$ cat src/sv/slid_pkg.sv
`timescale 1ns / 1ps
// ----------------------------------------------------------------------------
// slid_pkg
// Types, codes and sizing shared by the sorted list cells and top level.
// ----------------------------------------------------------------------------
package slid_pkg;

    localparam int CAPACITY = 16;
    localparam int CNT_W    = $clog2(CAPACITY + 1);

    typedef logic signed [31:0] data_t;

    localparam logic REQ_INSERT = 1'b0;
    localparam logic REQ_DELETE = 1'b1;

    typedef enum logic [1:0] {
        ST_INSERTED = 2'd0,
        ST_FULL     = 2'd1,
        ST_DELETED  = 2'd2,
        ST_NOTFOUND = 2'd3
    } status_t;

    typedef enum logic {
        SL_IDLE,
        SL_BUSY
    } state_t;

    typedef struct packed {
        logic  req_type;
        data_t value;
    } req_t;

    typedef struct packed {
        logic [1:0] status;
        logic [4:0] entry_count;
        logic [4:0] removed_count;
        data_t      smallest;
        logic       list_empty;
    } rsp_t;

    // command broadcast to every cell of the chain
    typedef struct packed {
        logic  ins_en;
        logic  del_en;
        data_t value;
    } cmd_t;

endpackage

$ cat src/sv/slid_cell.sv
`timescale 1ns / 1ps
// ----------------------------------------------------------------------------
// slid_cell
// One entry of the sorted chain: compares against the request value and
// takes its new value from itself, the request or a neighbor.
// ----------------------------------------------------------------------------
module slid_cell (
    input  logic          aclk,
    input  slid_pkg::cmd_t cmd,
    input  logic          valid,
    input  logic          left_le,
    input  logic          left_shift,
    input  slid_pkg::data_t left_data,
    input  slid_pkg::data_t right_data,
    output slid_pkg::data_t data,
    output logic          le,
    output logic          shift
);
    import slid_pkg::*;

    data_t data_reg;
    data_t data_next;
    logic  eq;

    assign data  = data_reg;
    assign le    = valid && ($signed(data_reg) <= $signed(cmd.value));
    assign eq    = valid && (data_reg == cmd.value);
    // everything from the first match onward moves one place left
    assign shift = eq || left_shift;

    always_comb begin
        data_next = data_reg;
        if (cmd.ins_en) begin
            if (le) begin
                data_next = data_reg;
            end else if (left_le) begin
                data_next = cmd.value;
            end else begin
                data_next = left_data;
            end
        end else if (cmd.del_en && shift) begin
            data_next = right_data;
        end
    end

    always_ff @(posedge aclk) begin
        data_reg <= data_next;
    end

endmodule

$ cat src/sv/sorted_list_insert_delete.sv
`timescale 1ns / 1ps
// ----------------------------------------------------------------------------
// sorted_list_insert_delete
// Ascending sorted list of signed values held in a chain of cells.
// ----------------------------------------------------------------------------
// On an insert every cell compares with the value at once and the cells
// above the insertion point take their left neighbor's entry, so inserts
// stream at one request per cycle while the output register is free. On a
// delete the chain drops the first matching entry each cycle and shifts the
// rest left, finishing on the cycle in which no match remains. A new request
// is taken in the cycle the current one finishes; a result waiting in the
// output register holds off that finish and with it the next request, while
// a delete keeps dropping its matches in the meantime.
module sorted_list_insert_delete (
    input  logic            aclk,
    input  logic            aresetn,
    input  logic            s_valid,
    output logic            s_ready,
    input  slid_pkg::req_t  s_data,
    output logic            m_valid,
    input  logic            m_ready,
    output slid_pkg::rsp_t  m_data
);
    import slid_pkg::*;

    state_t             state_reg;
    state_t             state_next;
    req_t               req_reg;
    logic [CNT_W-1:0]   count_reg;
    logic [CNT_W-1:0]   count_next;
    logic [CNT_W-1:0]   removed_reg;
    logic [CNT_W-1:0]   removed_next;
    logic               m_valid_reg;
    logic               m_valid_next;
    rsp_t               m_data_reg;
    rsp_t               m_data_next;

    cmd_t               cmd;
    logic               out_free;
    logic               full;
    logic               match;
    logic               done;
    logic               ins_en;
    logic               del_en;
    logic               accept;

    data_t              cell_data  [CAPACITY];
    logic               cell_le    [CAPACITY];
    logic               cell_shift [CAPACITY];

    logic [CNT_W-1:0]   res_count;
    logic [31:0]        res_count_ext;
    logic [31:0]        res_removed_ext;
    data_t              res_smallest;
    status_t            res_status;

    assign out_free = !m_valid_reg || m_ready;
    assign full     = (count_reg == CNT_W'(CAPACITY));
    assign match    = cell_shift[CAPACITY-1];
    assign accept   = s_valid && s_ready;

    assign cmd.ins_en = ins_en;
    assign cmd.del_en = del_en;
    assign cmd.value  = req_reg.value;

    genvar i;
    generate
        for (i = 0; i < CAPACITY; i++) begin : g_cell
            logic  valid_i;
            logic  left_le_i;
            logic  left_shift_i;
            data_t left_data_i;
            data_t right_data_i;

            assign valid_i = (count_reg > CNT_W'(i));

            if (i == 0) begin : g_head
                assign left_le_i    = 1'b1;
                assign left_shift_i = 1'b0;
                assign left_data_i  = req_reg.value;
            end else begin : g_body
                assign left_le_i    = cell_le[i-1];
                assign left_shift_i = cell_shift[i-1];
                assign left_data_i  = cell_data[i-1];
            end

            if (i == CAPACITY - 1) begin : g_tail
                assign right_data_i = '0;
            end else begin : g_mid
                assign right_data_i = cell_data[i+1];
            end

            slid_cell u_cell (
                .aclk       (aclk),
                .cmd        (cmd),
                .valid      (valid_i),
                .left_le    (left_le_i),
                .left_shift (left_shift_i),
                .left_data  (left_data_i),
                .right_data (right_data_i),
                .data       (cell_data[i]),
                .le         (cell_le[i]),
                .shift      (cell_shift[i])
            );
        end
    endgenerate

    // next state
    always_comb begin
        state_next = state_reg;
        unique case (state_reg)
            SL_IDLE: begin
                if (s_valid) begin
                    state_next = SL_BUSY;
                end
            end
            SL_BUSY: begin
                if (done && !s_valid) begin
                    state_next = SL_IDLE;
                end
            end
            default: state_next = SL_IDLE;
        endcase
    end

    // control outputs
    always_comb begin
        done    = 1'b0;
        ins_en  = 1'b0;
        del_en  = 1'b0;
        s_ready = 1'b0;
        unique case (state_reg)
            SL_IDLE: begin
                s_ready = 1'b1;
            end
            SL_BUSY: begin
                if (req_reg.req_type == REQ_INSERT) begin
                    done   = out_free;
                    ins_en = out_free && !full;
                end else begin
                    del_en = match;
                    done   = !match && out_free;
                end
                s_ready = done;
            end
            default: begin
                s_ready = 1'b0;
            end
        endcase
    end

    // result of the request finishing this cycle
    always_comb begin
        res_count    = count_reg;
        res_smallest = (count_reg != '0) ? cell_data[0] : '0;
        res_status   = ST_NOTFOUND;
        if (req_reg.req_type == REQ_INSERT) begin
            if (full) begin
                res_status = ST_FULL;
            end else begin
                res_status   = ST_INSERTED;
                res_count    = count_reg + CNT_W'(1);
                res_smallest = cell_le[0] ? cell_data[0] : req_reg.value;
            end
        end else if (removed_reg != '0) begin
            res_status = ST_DELETED;
        end
        res_count_ext   = 32'(res_count);
        res_removed_ext = (req_reg.req_type == REQ_DELETE) ? 32'(removed_reg) : '0;
    end

    always_comb begin
        count_next   = count_reg;
        removed_next = removed_reg;
        if (ins_en) begin
            count_next = count_reg + CNT_W'(1);
        end
        if (del_en) begin
            count_next   = count_reg - CNT_W'(1);
            removed_next = removed_reg + CNT_W'(1);
        end
        if (accept) begin
            removed_next = '0;
        end

        m_valid_next = m_valid_reg;
        m_data_next  = m_data_reg;
        if (m_ready) begin
            m_valid_next = 1'b0;
        end
        if (done) begin
            m_valid_next              = 1'b1;
            m_data_next.status        = res_status;
            m_data_next.entry_count   = res_count_ext[4:0];
            m_data_next.removed_count = res_removed_ext[4:0];
            m_data_next.smallest      = res_smallest;
            m_data_next.list_empty    = (res_count == '0);
        end
    end

    always_ff @(posedge aclk) begin
        if (!aresetn) begin
            state_reg   <= SL_IDLE;
            count_reg   <= '0;
            removed_reg <= '0;
            m_valid_reg <= 1'b0;
        end else begin
            state_reg   <= state_next;
            count_reg   <= count_next;
            removed_reg <= removed_next;
            m_valid_reg <= m_valid_next;
        end
    end

    always_ff @(posedge aclk) begin
        if (accept) begin
            req_reg <= s_data;
        end
        m_data_reg <= m_data_next;
    end

    assign m_valid = m_valid_reg;
    assign m_data  = m_data_reg;

endmodule

$ cat config.mk
export PLATFORM = sky130hd
export DESIGN_NAME = sorted_list_insert_delete
export DESIGN_NICKNAME = d
export VERILOG_FILES = /design/src/sv/slid_pkg.sv /design/src/sv/slid_cell.sv /design/src/sv/sorted_list_insert_delete.sv
export SDC_FILE = /design/constraint.sdc
export NUM_CORES = 2
export LEC_CHECK = 0
export BUFFER_PORTS_ARGS = -buffer_cell sky130_fd_sc_hd__buf_2
export CAP_MARGIN = 20
export CELL_PAD_IN_SITES_DETAIL_PLACEMENT = 1
export CELL_PAD_IN_SITES_GLOBAL_PLACEMENT = 1
export CORE_AREA = 3 3 331 333
export CTS_CLUSTER_SIZE = 28
export DETAILED_ROUTE_END_ITERATION = 12
export DIE_AREA = 0 0 334 336
export PLACE_DENSITY_LB_ADDON = 0.12
export SLEW_MARGIN = 10
export SYNTH_ARGS = -nofsm -noshare
export SYNTH_HDL_FRONTEND = slang
export SYNTH_SLANG_ARGS = --single-unit
$ cat constraint.sdc
create_clock -name aclk -period 7.75 [get_ports aclk]
set_input_delay 0.3875 -clock aclk [delete_from_list [all_inputs] [get_ports aclk]]
set_output_delay 0.3875 -clock aclk [all_outputs]
set_load 0.05 [all_outputs]
**Word-level counts from Yosys, hierarchy flattened**

Index checks and enable logic that the tools add are counted.

- $lt $le $gt $ge: 32
- Reductions and logical operators: 109
- Equality and inequality tests: 32
- Add/subtract/negate cells: 3
- Bitwise operators: 2
- Multiplexer cells: 85

Operators with widths:

| operator | count |
|---|---|
| $mux W32 | 66 |
| $eq A32 B32 Y1 | 16 |
| $le A32 B32 Y1 | 16 |
| $logic_and A1 B1 Y1 | 52 |
| $gt A5 B4 Y1 const B | 8 |
| $reduce_bool A2 Y1 | 18 |
| $ne A2 B2 Y1 const B | 15 |
| $reduce_and A2 Y1 | 15 |
| $gt A5 B3 Y1 const B | 4 |
| $mux W5 | 4 |
| $logic_or A1 B1 Y1 | 16 |
| $mux W1 | 12 |
| $add A5 B1 Y5 const B | 2 |
| $gt A5 B1 Y1 const B | 2 |
| $gt A5 B2 Y1 const B | 2 |
| $reduce_bool A5 Y1 | 2 |
| $eq A5 B5 Y1 const B | 1 |
| $logic_not A5 Y1 | 1 |
| $sub A5 B1 Y5 const B | 1 |
| $logic_not A1 Y1 | 4 |
| $pmux W1 S2 | 2 |
| $mux W2 | 1 |
| $not A1 Y1 | 2 |
| $reduce_or A2 Y1 | 1 |

- Word-level logic and storage cells: 290
- Bits of input ports: 37
- Register bits after elaboration: 602
- Output and inout port bits: 47

**Logic depth before layout (Yosys ltp)**

- Depth in word-level cells: 24
- Depth in mapped cells: 15
- Depth with buffers taken out: 11

**Modules after synthesis**

Synthesis repeated with hierarchy kept, for this count alone.

- Cell total of the unflattened synthesis: 4,552
- Area, all modules: 43,872.1 µm²

Modules (own cells, without submodules):

| module | cells an instance | area an instance (µm²) | times used | seq. area each (µm²) |
|---|---|---|---|---|
| slid_cell (g_cell[0].u_cell ...) | 268 | 2,509.9 | 15 | 960.9 |
| sorted_list_insert_delete | 267 | 3,728.6 | 1 | 2,582.5 |
| slid_cell (g_cell[15].u_cell) | 265 | 2,494.9 | 1 | 960.9 |

**Least setup slack after synthesis**

No wires, ideal clock.

- Path type: register -> register
- From: register req_reg (netlist bit g_cell[0].left_data_i[31])
- To: register g_cell[12].u_cell.data_reg[0], enable pin
- Arrival time: 5,376 ps
- Setup slack: 1,909 ps
- Library setup time: 466 ps
- Path buffers: 4
- Data required time: 7,284 ps
- Period minus slack after synthesis: 5,841 ps
- Cell stages (with the launch flop): 14
- Cell sequence: edfxtp_1 clkbuf_1 clkbuf_1 inv_1 ha_1 nand4_1 nor4_1 nor3b_1 a211oi_1 mux2i_1 a21bo_2 buf_4 buf_6 o21ai_0

- Cells in the longest elaborated chain, start to end: 22
- Elaborated cells on any way between the ends: 55
- Those cells by class: 1 x order compare; 17 x eq/ne; 2 x mux; 35 x reduce/logical

Ends and longest elaborated chain:

| what | line | RTL |
|---|---|---|
| start, declared | sorted_list_insert_delete.sv:28 | `req_t req_reg;` |
| start signal, assigned | sorted_list_insert_delete.sv:217 | `req_reg <= s_data;` |
| $eq A32 B32 Y1 | slid_cell.sv:27 | `assign eq = valid && (data_reg == cmd.value);` |
| $logic_and A1 B1 Y1 | slid_cell.sv:27 |  |
| $logic_or A1 B1 Y1 (15 in series) | slid_cell.sv:29 | `assign shift = eq \|\| left_shift;` |
| $mux W1 | sorted_list_insert_delete.sv:137 | `if (req_reg.req_type == REQ_INSERT) begin` |
| $mux W1 | sorted_list_insert_delete.sv:132 | `unique case (state_reg)` |
| $logic_and A1 B1 Y1 | slid_cell.sv:41 | `end else if (cmd.del_en && shift) begin` |
| $reduce_bool A2 Y1 (no source line) | - |  |
| $reduce_and A2 Y1 (no source line) (*) | - |  |
| end signal, assigned | slid_cell.sv:47 | `data_reg <= data_next;` |
| end, declared | slid_cell.sv:21 | `data_t data_reg;` |

Every way passes the cells marked *; elsewhere a longest branch is shown, timed or not.
A chain may end at the register's enable or synchronous reset.

**Worst setup path after layout**

- From: register req_reg (netlist bit g_cell[0].left_data_i[20])
- To: register g_cell[2].u_cell.data_reg[25], enable pin

- Cells in the longest elaborated chain, start to end: 22
- Elaborated cells on any way between the ends: 55
- Those cells by class: 1 x order compare; 17 x eq/ne; 2 x mux; 35 x reduce/logical

Ends and longest elaborated chain:

| what | line |
|---|---|
| $eq A32 B32 Y1 | slid_cell.sv:27 |
| $logic_and A1 B1 Y1 | slid_cell.sv:27 |
| $logic_or A1 B1 Y1 (15 in series) | slid_cell.sv:29 |
| $mux W1 | sorted_list_insert_delete.sv:137 |
| $mux W1 | sorted_list_insert_delete.sv:132 |
| $logic_and A1 B1 Y1 | slid_cell.sv:41 |
| $reduce_bool A2 Y1 (no source line) | - |
| $reduce_and A2 Y1 (no source line) (*) | - |
| end signal, assigned | slid_cell.sv:47 |
| end, declared | slid_cell.sv:21 |

Marks and branches as above.

==> summary.txt <==
Outcome
  – Outcome: complete, no violations

Placed design
  – Gpl congestion: around 0.91
  – Final HPWL DP: 116,800 um
  – Port bufs: 83

Critical path
  – Critical Path RT: 8.09 ns
  – Setup CP Type: register to register
  – Crit Path Max Fanout: 19
  – Worst path cell trace: inv_1, ha_1, nand4_1, nor4_1, nand4b_1, nand4_1, nor4_2, a31oi_1, buf_4, a22o_1, buf_4
  – CP Launch Type: register
  – CP peak stage delay: about 0.95 ns
  – CP endpoint kind: register
  – Slowest CP cell: edfxtp_1
  – Critical Path AT: about 6.3 ns

Logic synthesis
  – Register area share after synthesis: 0.4213
  – Syn_nets: about 4,800
  – Top FF cell, synth: edfxtp_1
  – Count of cell types in the netlist: just under 90
  – Post-Syn Instances: between 4,000 and 5,000
  – Cell taking the most area after synthesis: edfxtp_1
  – Synthesized area: 42,630 um^2
  – Syn. warnings: 0
  – Fraction of registers with async set/reset: 0
  – EDFF count, synth: 590
  – Yosys top cell area share: 0.4156
  – Synthesis-stage register bit count: ~600
  – Synth Area per Inst: between 10 and 15 um^2
  – Dominant cells by area after synthesis: edfxtp_1 42%, ha_1 15%, mux2i_1 9.8%

Global route
  – Antenna violations before repair: 1
  – Vias in the first global route: about 35,000
  – GRT met1 Usage: 0.3618
  – Remaining Overflow, GRT: 0
  – First-pass GRT wire length: between 200,000 and 250,000 um
  – Largest net degree at the start of global routing: 232
  – Tot GR Track Use: 0.2731
  – Grt met2 use: 0.4680
  – GR peak layer: met2
  – Met3 usage: 0.03112

Final layout
  – Nets: 4,818
  – FF/Latch Area: around 18,000 um^2
  – Max reg flops: just over 500
  – Number of fill cells: between 10,000 and 15,000
  – Multi-input gate area: 23,250 um^2
  – Layout cell share with drive strength beyond 1: 0.09049
  – Area Growth Syn to Fin: 11.12%

Run
  – Max-Cap Viols: 0

Floorplan
  – Ports: 84
  – Initial Utilization: 0.3988
  – DIE HEIGHT: between 300 and 400 um
  – Die Wd: ~330 um
  – Die area: about 110,000 um^2
  – Core footprint: about 110,000 um^2
  – Cell Rows: 120

STA
  – Slew @ Worst Pin: around 1.1 ns
  – Setup TNS: 0 ns
  – Final hold slack: roughly 0.098 ns
  – Final setup fails: 0
  – Final number of hold-violating endpoints: 0
  – Slew HR: 0.2753
  – Clock skew: 0.03293 ns
  – FMAX: between 150 and 200 MHz
  – Period minus WS final: roughly 6.0 ns
  – Fin. max-slew vios: 0
  – RSZ-0062 raised after global routing: no
  – Final Cycle Share: 0.7720

CTS
  – H-tree depth: 3
  – Reg clk slew, reported paths: ~0.05 ns
  – CTS Buffer Depth: 3
  – Clk_lat worst skew: 0.66 ns
  – Clk sinks: around 600
  – CTS Buf Count: 77
  – Root buf cell: clkbuf_16
  – TritonCTS clock tree: yes
  – Number of post-CTS setup repair buffers: 0

Routing
  – Drt first-iter violations: between 2,000 and 3,000
  – Avg WL per Cell: 27.11 um
  – Vias per cell: ~6.0
  – TritonRoute pass-1 iters: 5
  – DRC: 0
  – Overall routed net length: 155,300 um
  – Via count: ~34,000
  – Post-route ant nets: 0

Power
  – Leak: around 19 nW
  – Max rail drop VDD: ~140 uV
  – Power Density: ~180 nW/um^2

Hold path
  – HP Class: input port to register
[repair_timing]
item	4_1_cts	5_1_grt
endpoints found under the hold margin	34	0
hold buffers	34	0
resized for setup	0	0
[per-layer routing]
| layer | vias up | routed length [um] | share of wire |
|---|---|---|---|
| met4 | 0 | 5156 | 0.033 |
| met5 | - | 0 | 0 |
| met2 | 810 | 74210 | 0.48 |
| li1 | 16101 | - | - |
| met1 | 17179 | 69740 | 0.45 |
| met3 | 209 | 6139 | 0.040 |
[synth_stat cells (6+ instances only)]
| cell type | n |
|---|---|
| a31oi_1 | 11 |
| buf_6 | 19 |
| buf_4 | 18 |
| a21o_1 | 94 |
| nor4_1 | 28 |
| and2_1 | 10 |
| o211ai_1 | 20 |
| nor3_1 | 41 |
| o311ai_0 | 8 |
| buf_2 | 66 |
| o21ai_1 | 122 |
| a211oi_1 | 18 |
| o21bai_1 | 6 |
| nor2b_1 | 25 |
| a2111oi_0 | 6 |
| o21ai_0 | 442 |
| ha_1 | 520 |
| o221ai_1 | 6 |
| o21a_1 | 20 |
| a21oi_1 | 244 |
| o2111ai_1 | 8 |
| edfxtp_1 | 590 |
| o31ai_1 | 7 |
| buf_1 | 9 |
| a221oi_1 | 9 |
| o22ai_1 | 38 |
| o221a_2 | 34 |
| nand2_1 | 609 |
| inv_1 | 88 |
| clkbuf_1 | 161 |
| nand2b_1 | 13 |
| nand3_1 | 130 |
| nor2_1 | 143 |
| nand4_1 | 134 |
| and3_1 | 8 |
| dfxtp_1 | 12 |
| mux2i_1 | 419 |
[placed cells by master, fill, tap and decap left out, types with 24 or more instances in the layout]
cell,Yosys,layout
nand2_1,609,606
ha_1,520,520
dlygate4sd3_1,0,34
nand4_1,134,134
o21ai_0,442,431
inv_1,88,88
nor2_1,143,141
a21oi_1,244,244
clkbuf_16,0,79
nor3_1,41,41
nor4_1,28,28
a21o_1,94,94
nand3_1,130,129
nor2b_1,25,24
mux2i_1,419,419
o221a_2,34,34
buf_2,66,83
edfxtp_1,590,590
o22ai_1,38,36
o21ai_1,122,121
buf_4,18,96
[power breakdown]
part	total, mW	leakage [nW]	internal (mW)	switching (mW)
logic	1.21	12.2	0.411	0.801
clock network	3.48	1.15	1.97	1.51
registers	3.85	5.56	3.73	0.125
[per-stage QoR]
step	instance area [um^2]	cells	setup WS (ns)	total power, mW	utilization
floorplan	42630	4234	1.909	4.644	-
global placement	44530	5545	2.077	5.068	0.4166
detailed placement	44650	5550	2.021	5.111	0.4177
CTS	47340	5723	2.010	8.634	0.4428
global route	47360	5724	1.557	8.900	0.4430
finish	47370	5726	1.767	8.541	0.4431
[area by class of cell]
class	count	area share
multi-input combinational	3267	0.4908
tap	1403	0.03706
timing repair buffer	224	0.03640
antenna	2	0.0001057
inverter	89	0.007053
sequential	602	0.3791
clock inverter	40	0.006181
clock buffer	99	0.04332
[worst paths after layout]
check                                           start                                   to  slack (ns)  cells past startpoint
hold / removal                                m_ready                 m_valid$_SDFFE_PN0P_         0.1                      4
setup / recovery  g_cell[0].left_data_i[20]$_DFFE_PP_  g_cell[2].u_cell.data[25]$_DFFE_PP_        1.77                     11
hold reg to reg           removed_reg[1]$_SDFFE_PP0N_          removed_reg[1]$_SDFFE_PP0N_        0.51                      2
setup reg to reg  g_cell[0].left_data_i[20]$_DFFE_PP_  g_cell[2].u_cell.data[25]$_DFFE_PP_        1.77                     11
[kinds of logic after synthesis]
kind of cell	count (synthesis)	share of synthesized area
xor+xnor	6	0.001233
fa+ha+maj	520	0.1526
buf+inv	365	0.03992
flops	602	0.4213
mux	422	0.09918
simple gates	1177	0.1262
compound gates	1142	0.1596
[critical path: cells and delay by family (launching register included)]
kind / cells / cell delay, ns
AND/OR/NAND/NOR: 5 / 1.71
buffers and inverters: 3 / 1.31
AO/OA/AOI/OAI: 2 / 1.19
flip-flops: 1 / 0.95
adder cells (fa/ha/maj): 1 / 0.48
(Power assumes the default switching activity.)
